==> src/hw/rtl/icy_pkg.sv <==
// ----------------------------------------------------------------------------
// ICY demux package
// Shared constants, controller states and control/status structures.
// ----------------------------------------------------------------------------
package icy_pkg;

   localparam int BlockCapDefault = 512;
   localparam int TitleCapDefault = 64;
   localparam int KeyLen          = 12;
   localparam int IntervalWidth   = 20;
   localparam int CountWidth      = 16;

   localparam logic [7:0] CharSemi   = 8'h3b;
   localparam logic [7:0] CharSquote = 8'h27;
   localparam logic [7:0] CharDquote = 8'h22;

   localparam logic [0:0] RegAudioInterval = 1'b0;

   typedef enum logic [1:0] {
      PH_SEARCH = 2'd0,
      PH_AFTER  = 2'd1,
      PH_VALUE  = 2'd2,
      PH_DONE   = 2'd3
   } phase_type;

   typedef enum logic [2:0] {
      ST_IDLE,
      ST_STEP,
      ST_CMP,
      ST_EMIT,
      ST_OUT
   } state_type;

   // controller -> datapath
   typedef struct packed {
      logic take;      // take a byte and process it
      logic cmp_clr;   // start compare sweep
      logic cmp_step;  // compare one char
      logic commit;    // install candidate as title
      logic emit_clr;  // start emit sweep
      logic emit_step; // advance emit pointer
   } cmd_type;

   // datapath -> controller
   typedef struct packed {
      logic block_end;  // processed byte ended a block with a candidate
      logic cmp_done;   // compare sweep finished
      logic differs;    // candidate differs from title
      logic emit_last;  // current emit char is the final one
   } status_type;

   function automatic logic [7:0] key_char(input logic [3:0] idx);
      logic [7:0] c;
      unique case (idx)
         4'd0:  c = 8'h73;
         4'd1:  c = 8'h74;
         4'd2:  c = 8'h72;
         4'd3:  c = 8'h65;
         4'd4:  c = 8'h61;
         4'd5:  c = 8'h6d;
         4'd6:  c = 8'h74;
         4'd7:  c = 8'h69;
         4'd8:  c = 8'h74;
         4'd9:  c = 8'h6c;
         4'd10: c = 8'h65;
         4'd11: c = 8'h3d;
         default: c = 8'h00;
      endcase
      return c;
   endfunction

   function automatic logic [7:0] to_lower(input logic [7:0] c);
      return (c >= 8'h41 && c <= 8'h5a) ? c + 8'h20 : c;
   endfunction

endpackage

==> src/hw/rtl/icy_if.sv <==
// ----------------------------------------------------------------------------
// ICY demux channels
// Valid/ready channels for stream bytes and result items.
// ----------------------------------------------------------------------------
interface icy_req_if;
   logic       valid;
   logic       ready;
   logic [7:0] stream_byte;
   modport source (output valid, output stream_byte, input ready);
   modport sink   (input valid, input stream_byte, output ready);
endinterface

interface icy_rsp_if;
   logic        valid;
   logic        ready;
   logic        is_meta;
   logic [7:0]  title_char;
   logic        char_valid;
   logic        last;
   logic [15:0] title_count;
   modport source (output valid, output is_meta, output title_char, output char_valid,
                   output last, output title_count, input ready);
   modport sink   (input valid, input is_meta, input title_char, input char_valid,
                   input last, input title_count, output ready);
endinterface

==> src/hw/rtl/icy_ctrl.sv <==
// ----------------------------------------------------------------------------
// ICY demux controller
// Sequences byte processing, title compare, and title emission.
// ----------------------------------------------------------------------------
module icy_ctrl (
   input  logic                clock,
   input  logic                reset,
   input  logic                req_valid,
   output logic                req_ready,
   output logic                rsp_valid,
   input  logic                rsp_ready,
   output logic                emitting,
   output icy_pkg::cmd_type    cmd,
   input  icy_pkg::status_type sts
);

   icy_pkg::state_type state_ff, state_in;

   always_ff @(posedge clock) begin
      if (reset) begin
         state_ff <= icy_pkg::ST_IDLE;
      end else begin
         state_ff <= state_in;
      end
   end

   always_comb begin
      state_in = state_ff;
      unique case (state_ff)
         icy_pkg::ST_IDLE: if (req_valid) state_in = icy_pkg::ST_STEP;
         icy_pkg::ST_STEP: begin
            if (sts.block_end) state_in = icy_pkg::ST_CMP;
            else state_in = icy_pkg::ST_OUT;
         end
         icy_pkg::ST_CMP: begin
            if (sts.cmp_done) begin
               if (sts.differs) state_in = icy_pkg::ST_EMIT;
               else state_in = icy_pkg::ST_OUT;
            end
         end
         icy_pkg::ST_EMIT: if (rsp_ready && sts.emit_last) state_in = icy_pkg::ST_IDLE;
         icy_pkg::ST_OUT:  if (rsp_ready) state_in = icy_pkg::ST_IDLE;
         default: state_in = icy_pkg::ST_IDLE;
      endcase
   end

   always_comb begin
      cmd       = '0;
      req_ready = 1'b0;
      rsp_valid = 1'b0;
      emitting  = 1'b0;
      unique case (state_ff)
         icy_pkg::ST_IDLE: begin
            req_ready = 1'b1;
            cmd.take  = req_valid;
         end
         icy_pkg::ST_STEP: cmd.cmp_clr = 1'b1;
         icy_pkg::ST_CMP: begin
            cmd.cmp_step = ~sts.cmp_done;
            cmd.commit   = sts.cmp_done & sts.differs;
            cmd.emit_clr = sts.cmp_done;
         end
         icy_pkg::ST_EMIT: begin
            rsp_valid      = 1'b1;
            emitting       = 1'b1;
            cmd.emit_step  = rsp_ready;
         end
         icy_pkg::ST_OUT: rsp_valid = 1'b1;
         default: ;
      endcase
   end

endmodule

==> src/hw/rtl/icy_datapath.sv <==
// ----------------------------------------------------------------------------
// ICY demux datapath
// Block framing, key search, value capture and title store.
// ----------------------------------------------------------------------------
module icy_datapath #(
   parameter int BLOCK_CAP = icy_pkg::BlockCapDefault,
   parameter int TITLE_CAP = icy_pkg::TitleCapDefault
) (
   input  logic                                 clock,
   input  logic                                 reset,
   input  logic [icy_pkg::IntervalWidth-1:0]    audio_interval,
   input  logic [7:0]                           stream_byte,
   input  icy_pkg::cmd_type                     cmd,
   output icy_pkg::status_type                  sts,
   output logic                                 is_meta,
   output logic [7:0]                           title_char,
   output logic [icy_pkg::CountWidth-1:0]       title_count,
   output logic                                 char_valid_last
);

   localparam int PW = $clog2(BLOCK_CAP + 1);
   localparam int TW = $clog2(TITLE_CAP);
   localparam int LW = $clog2(TITLE_CAP + 1);
   localparam int UW = 8 + 4;

   logic                            in_block_ff, in_block_in;
   logic [icy_pkg::IntervalWidth-1:0] audio_count_ff, audio_count_in;
   logic [7:0]                      units_ff, units_in;
   logic [UW-1:0]                   pos_ff, pos_in;
   logic [PW-1:0]                   stored_ff, stored_in;
   logic                            ovf_ff, ovf_in;
   logic                            ended_ff, ended_in;
   logic [3:0]                      key_ff, key_in;
   icy_pkg::phase_type              phase_ff, phase_in;
   logic [7:0]                      quote_ff, quote_in;
   logic [LW-1:0]                   cand_len_ff, cand_len_in;
   logic [LW-1:0]                   title_len_ff;
   logic [icy_pkg::CountWidth-1:0]  count_ff;
   logic                            meta_ff, meta_in;
   logic                            end_ff, end_in;
   logic [LW-1:0]                   ptr_ff, ptr_in;
   logic                            diff_ff;
   logic [7:0]                      cand_mem [TITLE_CAP];
   logic [7:0]                      title_mem [TITLE_CAP];
   logic [7:0]                      cand_rd_ff, title_rd_ff;
   logic                            cand_we;
   logic [TW-1:0]                   cand_wa;
   logic [7:0]                      lc;
   logic                            key_hit;
   logic [TW-1:0]                   ptr_idx;
   logic [TW-1:0]                   rd_idx;
   logic                            mismatch;
   logic                            cmp_done;
   logic                            emit_last;

   assign lc      = icy_pkg::to_lower(stream_byte);
   assign ptr_idx = ptr_ff[TW-1:0];
   assign rd_idx  = ptr_in[TW-1:0];
   assign cand_wa = cand_len_ff[TW-1:0];
   assign key_hit = (key_ff < 4'(icy_pkg::KeyLen)) && (lc == icy_pkg::key_char(key_ff));

   always_comb begin
      in_block_in    = in_block_ff;
      audio_count_in = audio_count_ff;
      units_in       = units_ff;
      pos_in         = pos_ff;
      stored_in      = stored_ff;
      ovf_in         = ovf_ff;
      ended_in       = ended_ff;
      key_in         = key_ff;
      phase_in       = phase_ff;
      quote_in       = quote_ff;
      cand_len_in    = cand_len_ff;
      meta_in        = meta_ff;
      end_in         = end_ff;
      cand_we        = 1'b0;
      if (cmd.take) begin
         end_in = 1'b0;
         if (audio_interval == '0) begin
            meta_in = 1'b0;
         end else if (!in_block_ff) begin
            if (audio_count_ff < audio_interval) begin
               audio_count_in = audio_count_ff + 1'b1;
               meta_in        = 1'b0;
            end else begin
               audio_count_in = '0;
               units_in       = stream_byte;
               pos_in         = '0;
               stored_in      = '0;
               ovf_in         = 1'b0;
               ended_in       = 1'b0;
               key_in         = '0;
               phase_in       = icy_pkg::PH_SEARCH;
               quote_in       = '0;
               cand_len_in    = '0;
               in_block_in    = (stream_byte != 8'd0);
               meta_in        = 1'b1;
            end
         end else begin
            meta_in = 1'b1;
            if (32'(stored_ff) + 1 < BLOCK_CAP) begin
               stored_in = stored_ff + 1'b1;
               if (!ended_ff) begin
                  if (stream_byte == 8'd0) begin
                     ended_in = 1'b1;
                  end else begin
                     unique case (phase_ff)
                        icy_pkg::PH_SEARCH: begin
                           if (key_hit) key_in = key_ff + 1'b1;
                           else key_in = (lc == icy_pkg::key_char(4'd0)) ? 4'd1 : 4'd0;
                           if (key_hit && key_ff == 4'(icy_pkg::KeyLen - 1))
                              phase_in = icy_pkg::PH_AFTER;
                        end
                        icy_pkg::PH_AFTER, icy_pkg::PH_VALUE: begin
                           phase_in = icy_pkg::PH_VALUE;
                           if (phase_ff == icy_pkg::PH_AFTER &&
                               (stream_byte == icy_pkg::CharSquote ||
                                stream_byte == icy_pkg::CharDquote)) begin
                              quote_in = stream_byte;
                           end else begin
                              logic [7:0] q;
                              q = (phase_ff == icy_pkg::PH_AFTER) ? 8'd0 : quote_ff;
                              quote_in = q;
                              if (q != 8'd0 && stream_byte == q) begin
                                 phase_in = icy_pkg::PH_DONE;
                              end else if (q == 8'd0 && stream_byte == icy_pkg::CharSemi) begin
                                 phase_in = icy_pkg::PH_DONE;
                              end else if (32'(cand_len_ff) + 1 < TITLE_CAP) begin
                                 cand_we     = 1'b1;
                                 cand_len_in = cand_len_ff + 1'b1;
                              end else begin
                                 phase_in = icy_pkg::PH_DONE;
                              end
                           end
                        end
                        default: ;
                     endcase
                  end
               end
            end else begin
               ovf_in = 1'b1;
            end
            pos_in = pos_ff + 1'b1;
            if (pos_in >= {units_ff, 4'd0}) begin
               in_block_in = 1'b0;
               stored_in   = '0;
               pos_in      = '0;
               end_in      = !ovf_in && cand_len_in != '0;
            end
         end
      end
   end

   // sweep pointer; memory reads are addressed by its next value so that the
   // registered read data lines up with ptr_ff
   always_comb begin
      ptr_in = ptr_ff;
      if (cmd.cmp_clr || cmd.emit_clr) ptr_in = '0;
      else if (cmd.cmp_step || cmd.emit_step) ptr_in = ptr_ff + 1'b1;
   end

   always_ff @(posedge clock) begin
      if (reset) begin
         in_block_ff    <= 1'b0;
         audio_count_ff <= '0;
         units_ff       <= '0;
         pos_ff         <= '0;
         stored_ff      <= '0;
         ovf_ff         <= 1'b0;
         ended_ff       <= 1'b0;
         key_ff         <= '0;
         phase_ff       <= icy_pkg::PH_SEARCH;
         quote_ff       <= '0;
         cand_len_ff    <= '0;
         title_len_ff   <= '0;
         count_ff       <= '0;
         meta_ff        <= 1'b0;
         end_ff         <= 1'b0;
         ptr_ff         <= '0;
         diff_ff        <= 1'b0;
      end else begin
         in_block_ff    <= in_block_in;
         audio_count_ff <= audio_count_in;
         units_ff       <= units_in;
         pos_ff         <= pos_in;
         stored_ff      <= stored_in;
         ovf_ff         <= ovf_in;
         ended_ff       <= ended_in;
         key_ff         <= key_in;
         phase_ff       <= phase_in;
         quote_ff       <= quote_in;
         cand_len_ff    <= cand_len_in;
         meta_ff        <= meta_in;
         end_ff         <= end_in;
         ptr_ff         <= ptr_in;
         if (cmd.cmp_clr) diff_ff <= (cand_len_ff != title_len_ff);
         if (cmd.commit) begin
            title_len_ff <= cand_len_ff;
            count_ff     <= count_ff + 1'b1;
         end
      end
   end

   // compare sweep: lengths equal, so entries below the length are written in both
   assign mismatch  = (ptr_ff < cand_len_ff) && (cand_rd_ff != title_rd_ff);
   assign cmp_done  = diff_ff || mismatch || (ptr_ff == cand_len_ff);
   assign emit_last = (ptr_ff + 1'b1 == title_len_ff);

   assign sts = '{block_end: end_ff,
                  cmp_done:  cmp_done,
                  differs:   diff_ff || mismatch,
                  emit_last: emit_last};

   always_ff @(posedge clock) begin
      if (cand_we) cand_mem[cand_wa] <= stream_byte;
      cand_rd_ff <= cand_mem[rd_idx];
   end

   // title store is refreshed from the candidate as each char is emitted
   always_ff @(posedge clock) begin
      if (cmd.emit_step) title_mem[ptr_idx] <= cand_rd_ff;
      title_rd_ff <= title_mem[rd_idx];
   end

   assign is_meta         = meta_ff;
   assign title_char      = cand_rd_ff;
   assign title_count     = count_ff;
   assign char_valid_last = emit_last;

endmodule

==> src/hw/rtl/icy_metadata_demux.sv <==
// ----------------------------------------------------------------------------
// ICY metadata demultiplexer
// Splits an ICY stream into audio and metadata bytes and tracks the title.
// ----------------------------------------------------------------------------
// Bytes are taken one at a time: a new item is accepted only once every result
// of the previous one has been taken. An ordinary byte gives one result,
// offered in the output state after the step state, and the block is ready
// again the cycle after that result is taken. A byte that closes a metadata
// block with a non-empty value first compares it with the stored title, one
// character a cycle from the store reads; the sweep ends at once when the
// lengths differ, otherwise at the first mismatch or after the last character.
// A new title then gives one result per character, one a cycle while the result
// side is ready; an unchanged one gives the single ordinary result.
module icy_metadata_demux #(
   parameter int BLOCK_CAP = icy_pkg::BlockCapDefault,
   parameter int TITLE_CAP = icy_pkg::TitleCapDefault
) (
   input  logic        clock,
   input  logic        reset,
   icy_req_if.sink     req,
   icy_rsp_if.source   rsp,
   input  logic        csr_psel,
   input  logic        csr_penable,
   input  logic        csr_pwrite,
   input  logic [0:0]  csr_paddr,
   input  logic [31:0] csr_pwdata,
   output logic [31:0] csr_prdata,
   output logic        csr_pready
);

   logic [icy_pkg::IntervalWidth-1:0] interval_ff;
   icy_pkg::cmd_type    cmd;
   icy_pkg::status_type sts;
   logic                emitting;
   logic                meta;
   logic [7:0]          ch;
   logic                emit_last;

   assign csr_pready = 1'b1;

   always_ff @(posedge clock) begin
      if (reset) begin
         interval_ff <= '0;
      end else if (csr_psel && csr_penable && csr_pwrite &&
                   csr_paddr == icy_pkg::RegAudioInterval) begin
         interval_ff <= csr_pwdata[icy_pkg::IntervalWidth-1:0];
      end
   end

   assign csr_prdata = (csr_paddr == icy_pkg::RegAudioInterval) ?
                       {12'd0, interval_ff} : 32'd0;

   icy_ctrl u_ctrl (
      .clock     (clock),
      .reset     (reset),
      .req_valid (req.valid),
      .req_ready (req.ready),
      .rsp_valid (rsp.valid),
      .rsp_ready (rsp.ready),
      .emitting  (emitting),
      .cmd       (cmd),
      .sts       (sts)
   );

   icy_datapath #(
      .BLOCK_CAP (BLOCK_CAP),
      .TITLE_CAP (TITLE_CAP)
   ) u_dp (
      .clock           (clock),
      .reset           (reset),
      .audio_interval  (interval_ff),
      .stream_byte     (req.stream_byte),
      .cmd             (cmd),
      .sts             (sts),
      .is_meta         (meta),
      .title_char      (ch),
      .title_count     (rsp.title_count),
      .char_valid_last (emit_last)
   );

   assign rsp.is_meta    = emitting | meta;
   assign rsp.title_char = emitting ? ch : 8'd0;
   assign rsp.char_valid = emitting;
   assign rsp.last       = emitting ? emit_last : 1'b1;

endmodule

==> src/flat_wrapper.sv <==
// flat-port wrapper written by rule: the top's interface ports become plain ports
module icy_metadata_demux_flat 
#(
   parameter int BLOCK_CAP = icy_pkg::BlockCapDefault,
   parameter int TITLE_CAP = icy_pkg::TitleCapDefault
)
  (clock, reset, csr_psel, csr_penable, csr_pwrite, csr_paddr, csr_pwdata, csr_prdata, csr_pready, req_valid, req_stream_byte, req_ready, rsp_valid, rsp_is_meta, rsp_title_char, rsp_char_valid, rsp_last, rsp_title_count, rsp_ready);
  icy_req_if req_i ();
  icy_rsp_if rsp_i ();
  input  logic clock;
  input  logic reset;
  input  logic csr_psel;
  input  logic csr_penable;
  input  logic csr_pwrite;
  input  logic [0:0] csr_paddr;
  input  logic [31:0] csr_pwdata;
  output logic [31:0] csr_prdata;
  output logic csr_pready;
  input wire logic [$bits(req_i.valid)-1:0] req_valid;
  input wire logic [$bits(req_i.stream_byte)-1:0] req_stream_byte;
  output wire logic [$bits(req_i.ready)-1:0] req_ready;
  output wire logic [$bits(rsp_i.valid)-1:0] rsp_valid;
  output wire logic [$bits(rsp_i.is_meta)-1:0] rsp_is_meta;
  output wire logic [$bits(rsp_i.title_char)-1:0] rsp_title_char;
  output wire logic [$bits(rsp_i.char_valid)-1:0] rsp_char_valid;
  output wire logic [$bits(rsp_i.last)-1:0] rsp_last;
  output wire logic [$bits(rsp_i.title_count)-1:0] rsp_title_count;
  input wire logic [$bits(rsp_i.ready)-1:0] rsp_ready;
  assign req_i.valid = req_valid;
  assign req_i.stream_byte = req_stream_byte;
  assign req_ready = req_i.ready;
  assign rsp_valid = rsp_i.valid;
  assign rsp_is_meta = rsp_i.is_meta;
  assign rsp_title_char = rsp_i.title_char;
  assign rsp_char_valid = rsp_i.char_valid;
  assign rsp_last = rsp_i.last;
  assign rsp_title_count = rsp_i.title_count;
  assign rsp_i.ready = rsp_ready;
  icy_metadata_demux #(.BLOCK_CAP(BLOCK_CAP), .TITLE_CAP(TITLE_CAP)) u_core (.clock(clock), .reset(reset), .req(req_i), .rsp(rsp_i), .csr_psel(csr_psel), .csr_penable(csr_penable), .csr_pwrite(csr_pwrite), .csr_paddr(csr_paddr), .csr_pwdata(csr_pwdata), .csr_prdata(csr_prdata), .csr_pready(csr_pready));
endmodule
==> config.mk <==
export PLATFORM = sky130hd
export DESIGN_NAME = icy_metadata_demux_flat
export DESIGN_NICKNAME = d
export VERILOG_FILES = /design/src/hw/rtl/icy_pkg.sv /design/src/hw/rtl/icy_if.sv /design/src/hw/rtl/icy_ctrl.sv /design/src/hw/rtl/icy_datapath.sv /design/src/hw/rtl/icy_metadata_demux.sv /design/src/flat_wrapper.sv
export SDC_FILE = /design/constraint.sdc
export NUM_CORES = 2
export LEC_CHECK = 0
export BUFFER_PORTS_ARGS = -buffer_cell sky130_fd_sc_hd__buf_4
export CAP_MARGIN = 30
export CORE_UTILIZATION = 25
export DETAILED_ROUTE_END_ITERATION = 7
export PLACE_DENSITY = 0.45
export SLEW_MARGIN = 20
export SYNTH_ARGS = -nofsm -noshare
export SYNTH_HDL_FRONTEND = slang
export SYNTH_HIERARCHICAL = 1
export SYNTH_SLANG_ARGS = --single-unit
==> constraint.sdc <==
create_clock -name clock -period 4.9 [get_ports clock]
set_input_delay 0.49 -clock clock [delete_from_list [all_inputs] [get_ports clock]]
set_output_delay 0.49 -clock clock [all_outputs]
set_load 0.02 [all_outputs]
# After elaboration in Yosys (flattened, before gate mapping)
# Memory sizes are Yosys's and may differ from the RTL's. A register that Yosys moved wholly into a read port is not among the register bits.
# Cells that the tools add are included.
dict set report word_totals {
  in_bits 48
  elab_cells 221
  ramBits 1024
  mem_bits_ro 112
  output_inout_bits 62
  latchBits 0
  regBits 130
  mem_count 3
}
# memory words word_bits read_ports rd_clocked_by_memory_dff write_ports line_no
set memory_table {}
lappend memory_table {u_core.u_dp.cand_mem 64 8 1 1 1 icy_datapath.sv:43} ;# logic [7:0] cand_mem [TITLE_CAP];
lappend memory_table {u_core.u_dp.title_mem 64 8 1 1 1 icy_datapath.sv:44} ;# logic [7:0] title_mem [TITLE_CAP];
lappend memory_table {{(no name shown)} 16 7 1 1 0 icy_pkg.sv:54} ;# unique case (idx)
dict set report classes {
  add_sub_neg 10
  shift 0
  bitwise 7
  magnitude_cmp 8
  multipliers 0
  eq_ne 30
  n_div 0
  mux 104
  reduce_logical 39
}
# op count
set ops {}
lappend ops {{7-bit two-way mux} 13}
lappend ops {{8-bit two-way mux} 10}
lappend ops {{1-bit two-way mux} 46}
lappend ops {{10-bit two-way mux} 4}
lappend ops {{20-bit two-way mux} 2}
lappend ops {{12-bit two-way mux} 3}
lappend ops {{4-bit two-way mux} 9}
lappend ops {{8-bit by 6-bit equality test with 1-bit output, second input constant} 3}
lappend ops {{3-bit two-way mux} 7}
lappend ops {{20-bit by 1-bit adder with 20-bit output, second input constant} 1}
lappend ops {{20-bit logical NOT} 1}
lappend ops {{20-bit less-than comparator} 1}
lappend ops {{16-bit by 1-bit adder with 16-bit output, second input constant} 1}
lappend ops {{8-bit equality test} 2}
lappend ops {{8-bit logical NOT} 2}
lappend ops {{4-bit AND reduction} 4}
lappend ops {{8-bit nonzero test} 2}
lappend ops {{3-bit case mux with 5 select lines} 1}
lappend ops {{7-bit by 1-bit adder with 7-bit output, second input constant} 2}
lappend ops {{7-bit equality test} 2}
lappend ops {{2-bit inequality test, second input constant} 7}
lappend ops {{7-bit AND reduction} 2}
lappend ops {{12-bit by 1-bit adder with 12-bit output, second input constant} 1}
lappend ops {{12-bit >= comparator} 1}
lappend ops {{other kinds (39)} 71}

# Depth between registers and ports, before layout
dict set report depth {
  ltp_word 19
  ltp_mapped 23
  mapped_depth_nobuf 17
}

# Modules after synthesis
# Netlist, hierarchy kept.
# module n_inst cells_each area_per_inst_um2 seq_area_each_um2
set by_module_without_submodules {}
lappend by_module_without_submodules {icy_datapath 1 3936 48386.4 33352.0}
lappend by_module_without_submodules {icy_metadata_demux 1 135 1227.4 400.4}
lappend by_module_without_submodules {icy_ctrl 1 39 317.8 60.1}

# Worst setup path after synthesis
# Ideal clock, no wire load.
dict set report synth_timing {
  path_kind {flip-flop to flip-flop}
  startpoint {reg u_core.u_dp.cand_len_ff[4]}
  endpoint {reg u_core.u_dp.title_rd_ff[0] (read register of u_core.u_dp.title_mem)}
  setup_slack_ns 0.397
  setup_ns 0.131
  stages_incl_launch_ff 21
  period_less_slack_ns 4.503
  t_required_ns 4.769
  n_path_buf 4
  arrival_ns 4.372
  path_cell_list {dfxtp_1 > clkbuf_1 > clkinv_1 > ha_1 > a21o_1 > a21oi_1 > nor2b_1 > o41ai_1 > o21bai_1 > buf_4 > nor2_1 > nor2_1 > xnor2_1 > and2_1 > buf_2 > buf_2 > mux4_2 > nand2_1 > a31oi_1 > a211oi_1 > a21oi_1}
}
# element line_no
set synth_rtl {}
lappend synth_rtl {{start, declared} icy_datapath.sv:36} ;# logic [LW-1:0] cand_len_ff, cand_len_in;
lappend synth_rtl {{start signal, assigned} icy_datapath.sv:192} ;# cand_len_ff <= cand_len_in;
lappend synth_rtl {{end, declared} icy_datapath.sv:45} ;# logic [7:0] cand_rd_ff, title_rd_ff;

==> impl_metrics.ini <==
[timing]
setup_viol = 0
min_period_ns = 4.56
finalClockSkew_ns = 0.0401
finalCritPeriodShare_pct = 93.1
worst_pin_slew_ns = 1.10
slew_violations = 0
relSlewSlack_pct = 26.2
finalHoldViolCount = 0
tns_ns = 0
maxClockFrequency_mhz = 219
worst_slack_ns = 0.337

[clock_network]
cts_tree = done
cts.sink_count = 1177
cts_buffers = 133
path_clk_slew_ns = 0.06
htreeDepth = 4
cts_root_buf = clkbuf_16
cts_max_path_buffers = 3
clkLatencyLatePin_ns = 0.79

[place]
pre_cts_slack_ns = 0.0747
dpl-instance-area_um2 = 54800
dpl.hpwl_um = 90800
port_buffers = 84
gp_congestion = 0.788
dp.cells = 6765

[worst_setup_path]
cp_data_arrival_time_ns = 5.25
crit_type = reg2reg
start_kind = flop
cp.depth = 20
path_buf_inv = 5
required_ns = 5.59
crit_path_start = u_core/u_dp/cand_len_ff[4]
cpLargestDelayFamily = compound AO/OA/AOI/OAI gates
worstRegToRegCells = 20
path_common_cell = a311oi_1
ff2ff_setup_slack_ns = 0.34
worstSetupEndpointType = flop
critPathMaxFanout = 16
r2r-start = u_core/u_dp/cand_len_ff[4]
slowest_delay_ns = 0.46
path_cells = clkinv_1 -> ha_1 -> a21o_1 -> a21oi_1 -> nor2b_1 -> o41ai_2 -> o21bai_1 -> nor2_1 -> or3b_1 -> a21oi_4 -> buf_12 -> buf_12 -> buf_4 -> a211oi_1 -> a311oi_1 -> a311oi_1 -> a311oi_1 -> buf_4 -> a31oi_1 -> o21ai_0
crit_slowest_cell = or3b_1

[yosys]
synthArstFlopShare_pct = 0
ys_warn_count = 6
syn_inst = 4110
synth_edf_count = 1024
synth_area_um2 = 49900
ys_seq_area_share_pct = 67.7
ys_ff_latch = 1177
ys_types = 85
synth.avg_cell_area_um2 = 12.1
synthFlopType = edfxtp_1

[routing]
vias = 32900
avgRoutedWirePerCell_um = 20.8
drt_iter0_drc = 2906
first_pass_iters = 5
drc = 0
routed_wirelength_um = 146000
ant_nets = 0
viasPerCell = 4.68

[pwr]
p_leak_nw = 19.7
powerDensity_nw_per_um2 = 353
ir_drop_v = 0.000236

[floorplan]
dieArea_um2 = 202000
die_w_um = 449
initial_core_util_pct = 25.2
coreArea_um2 = 198000
ios = 110
placementRows = 163
die_y_um = 449

[min_path]
worstHoldPathCells = 1
hp-start = req_stream_byte[4]
hold_path.class = in2reg

[grt]
grt.overflow.total = 0
grt_max_degree = 82
grt_pass1_wl_um = 216000
grt_usage_pct = 14.1
grt_pass1_vias = 31700
antenna_found_initial = 4

[final_layout]
fin_util_pct = 29.9
nets = 4380
layout.cells.non_filler = 7027
drive_above_1_share_pct = 12.5
final_area_um2 = 59200
syn_to_final_growth_pct = 18.6

[job]
cap_violations = 0

[outcome]
status = complete, no violations
## Yosys cell counts, types with 39 or more instances
cell      number  area [um2]
dfxtp_1      153        3060
o21ai_0       60         300
edfxtp_1    1024       30700
ha_1          49         613
buf_2         52         260
nand3_1      445        2230
xnor2_1       43         377
nand2b_1      60         375
a21oi_1       60         300
nor2b_1       95         594
nand2_1      863        3240
xor2_1        41         359
a311oi_1     140        1230
mux2i_1       57         571
clkbuf_1     183         687
a31oi_1       39         244
inv_1         52         195
nor2_1       248         931
a211oi_1     105         788
## cell families after synthesis
logic type	Yosys count	share of synthesized area, %
and+or+nand+nor	1885	17.1
DFF	1177	67.7
AOI/OAI and AO/OA	491	7.36
buffers and inverters	341	3.00
xor gates and xnor gates	85	1.51
muxes	80	2.12
adders and majority gates	49	1.23
other	2	0.0150
## what timing repair did
item,in CTS,in global routing
hold buffers,20,0
endpoints found under the hold margin,20,0
buffers inserted,0,1
resized for setup,0,7
endpoints found under the setup margin,0,15
## registers in the layout, indices dropped and copies added, names as in the netlist, 2 cells and up, named ones only
| register | flops |
|---|---|
| u_core/u_dp/title_rd_ff | 8 |
| u_core/u_dp/title_char | 8 |
| u_core/u_dp/cand_mem | 512 |
| u_core/u_dp/cand_len_ff | 7 |
| u_core/interval_ff | 20 |
| u_core/u_dp/stored_ff | 10 |
| u_core/u_dp/audio_count_ff | 20 |
| u_core/u_dp/key_ff | 4 |
| u_core/u_dp/pos_ff | 12 |
| u_core/u_dp/title_count | 16 |
| u_core/u_dp/ptr_ff | 7 |
| u_core/u_dp/title_mem | 512 |
| u_core/u_dp/units_ff | 8 |
| u_core/u_ctrl/state_ff | 3 |
| u_core/u_dp/phase_ff | 2 |
| u_core/u_dp/title_len_ff | 7 |
| u_core/u_dp/quote_ff | 8 |
## stage by stage
stage	hold slack, ns	total power, W
floorplan	0.429	0.0113
CTS	0.0413	0.0212
global placement	0.447	0.0115
detailed placement	0.454	0.0115
global route	0.0621	0.0216
finish	0.102	0.0209
## layer usage
metal  GRT usage, %  share of wire [%]
met1           20.3                 47
met2           21.9                 45
met3           2.12                4.9
met4           4.15                2.5
met5              0                  0
## placed cells by master (no fill, tap or decap), drive strengths merged, types with 5 or more instances in the layout
cell type / instances
a31oi: 39
nor4: 8
nor2: 249
nand2b: 60
bufinv: 5
buf: 292
mux2i: 58
edfxtp: 1024
o21ai: 62
inv: 61
ha: 49
xnor2: 44
and3: 37
xor2: 41
or3: 7
or2: 5
nand2: 863
a21o: 13
nor3: 28
a211oi: 105
dlygate4sd3: 20
a311oi: 140
a21oi: 62
conb: 13
dfxtp: 153
nand4: 34
clkinv: 58
mux4: 20
nor2b: 95
nor3b: 6
nand3b: 10
a22oi: 8
and2: 20
clkbuf: 166
nand3: 445
a311o: 20
o32ai: 6
## area by class of cell
cell class | instances | area, um2
multi-input cells | 2603 | 14800
repair buffers | 313 | 2920
diodes | 2 | 5.00
clock inverters | 72 | 626
well taps | 2640 | 3300
inverters | 55 | 206
clock buffers | 165 | 3540
fillers | 20200 | 139000
flip-flops and latches | 1177 | 33800
## worst paths after layout
kind / endpoint
max: u_core/u_dp/title_rd_ff[6]
min: u_core/u_dp/cand_mem[28][4]
max reg2reg: u_core/u_dp/title_rd_ff[6]
min reg2reg: u_core/u_dp/units_ff[5]
## power breakdown
| part | switching (W) | internal, W |
|---|---|---|
| Combinational | 0.000326 | 0.000147 |
| Sequential | 0.0000249 | 0.0108 |
| Clock | 0.00415 | 0.00544 |
Note: power is estimated with default switching activity, not from simulation.
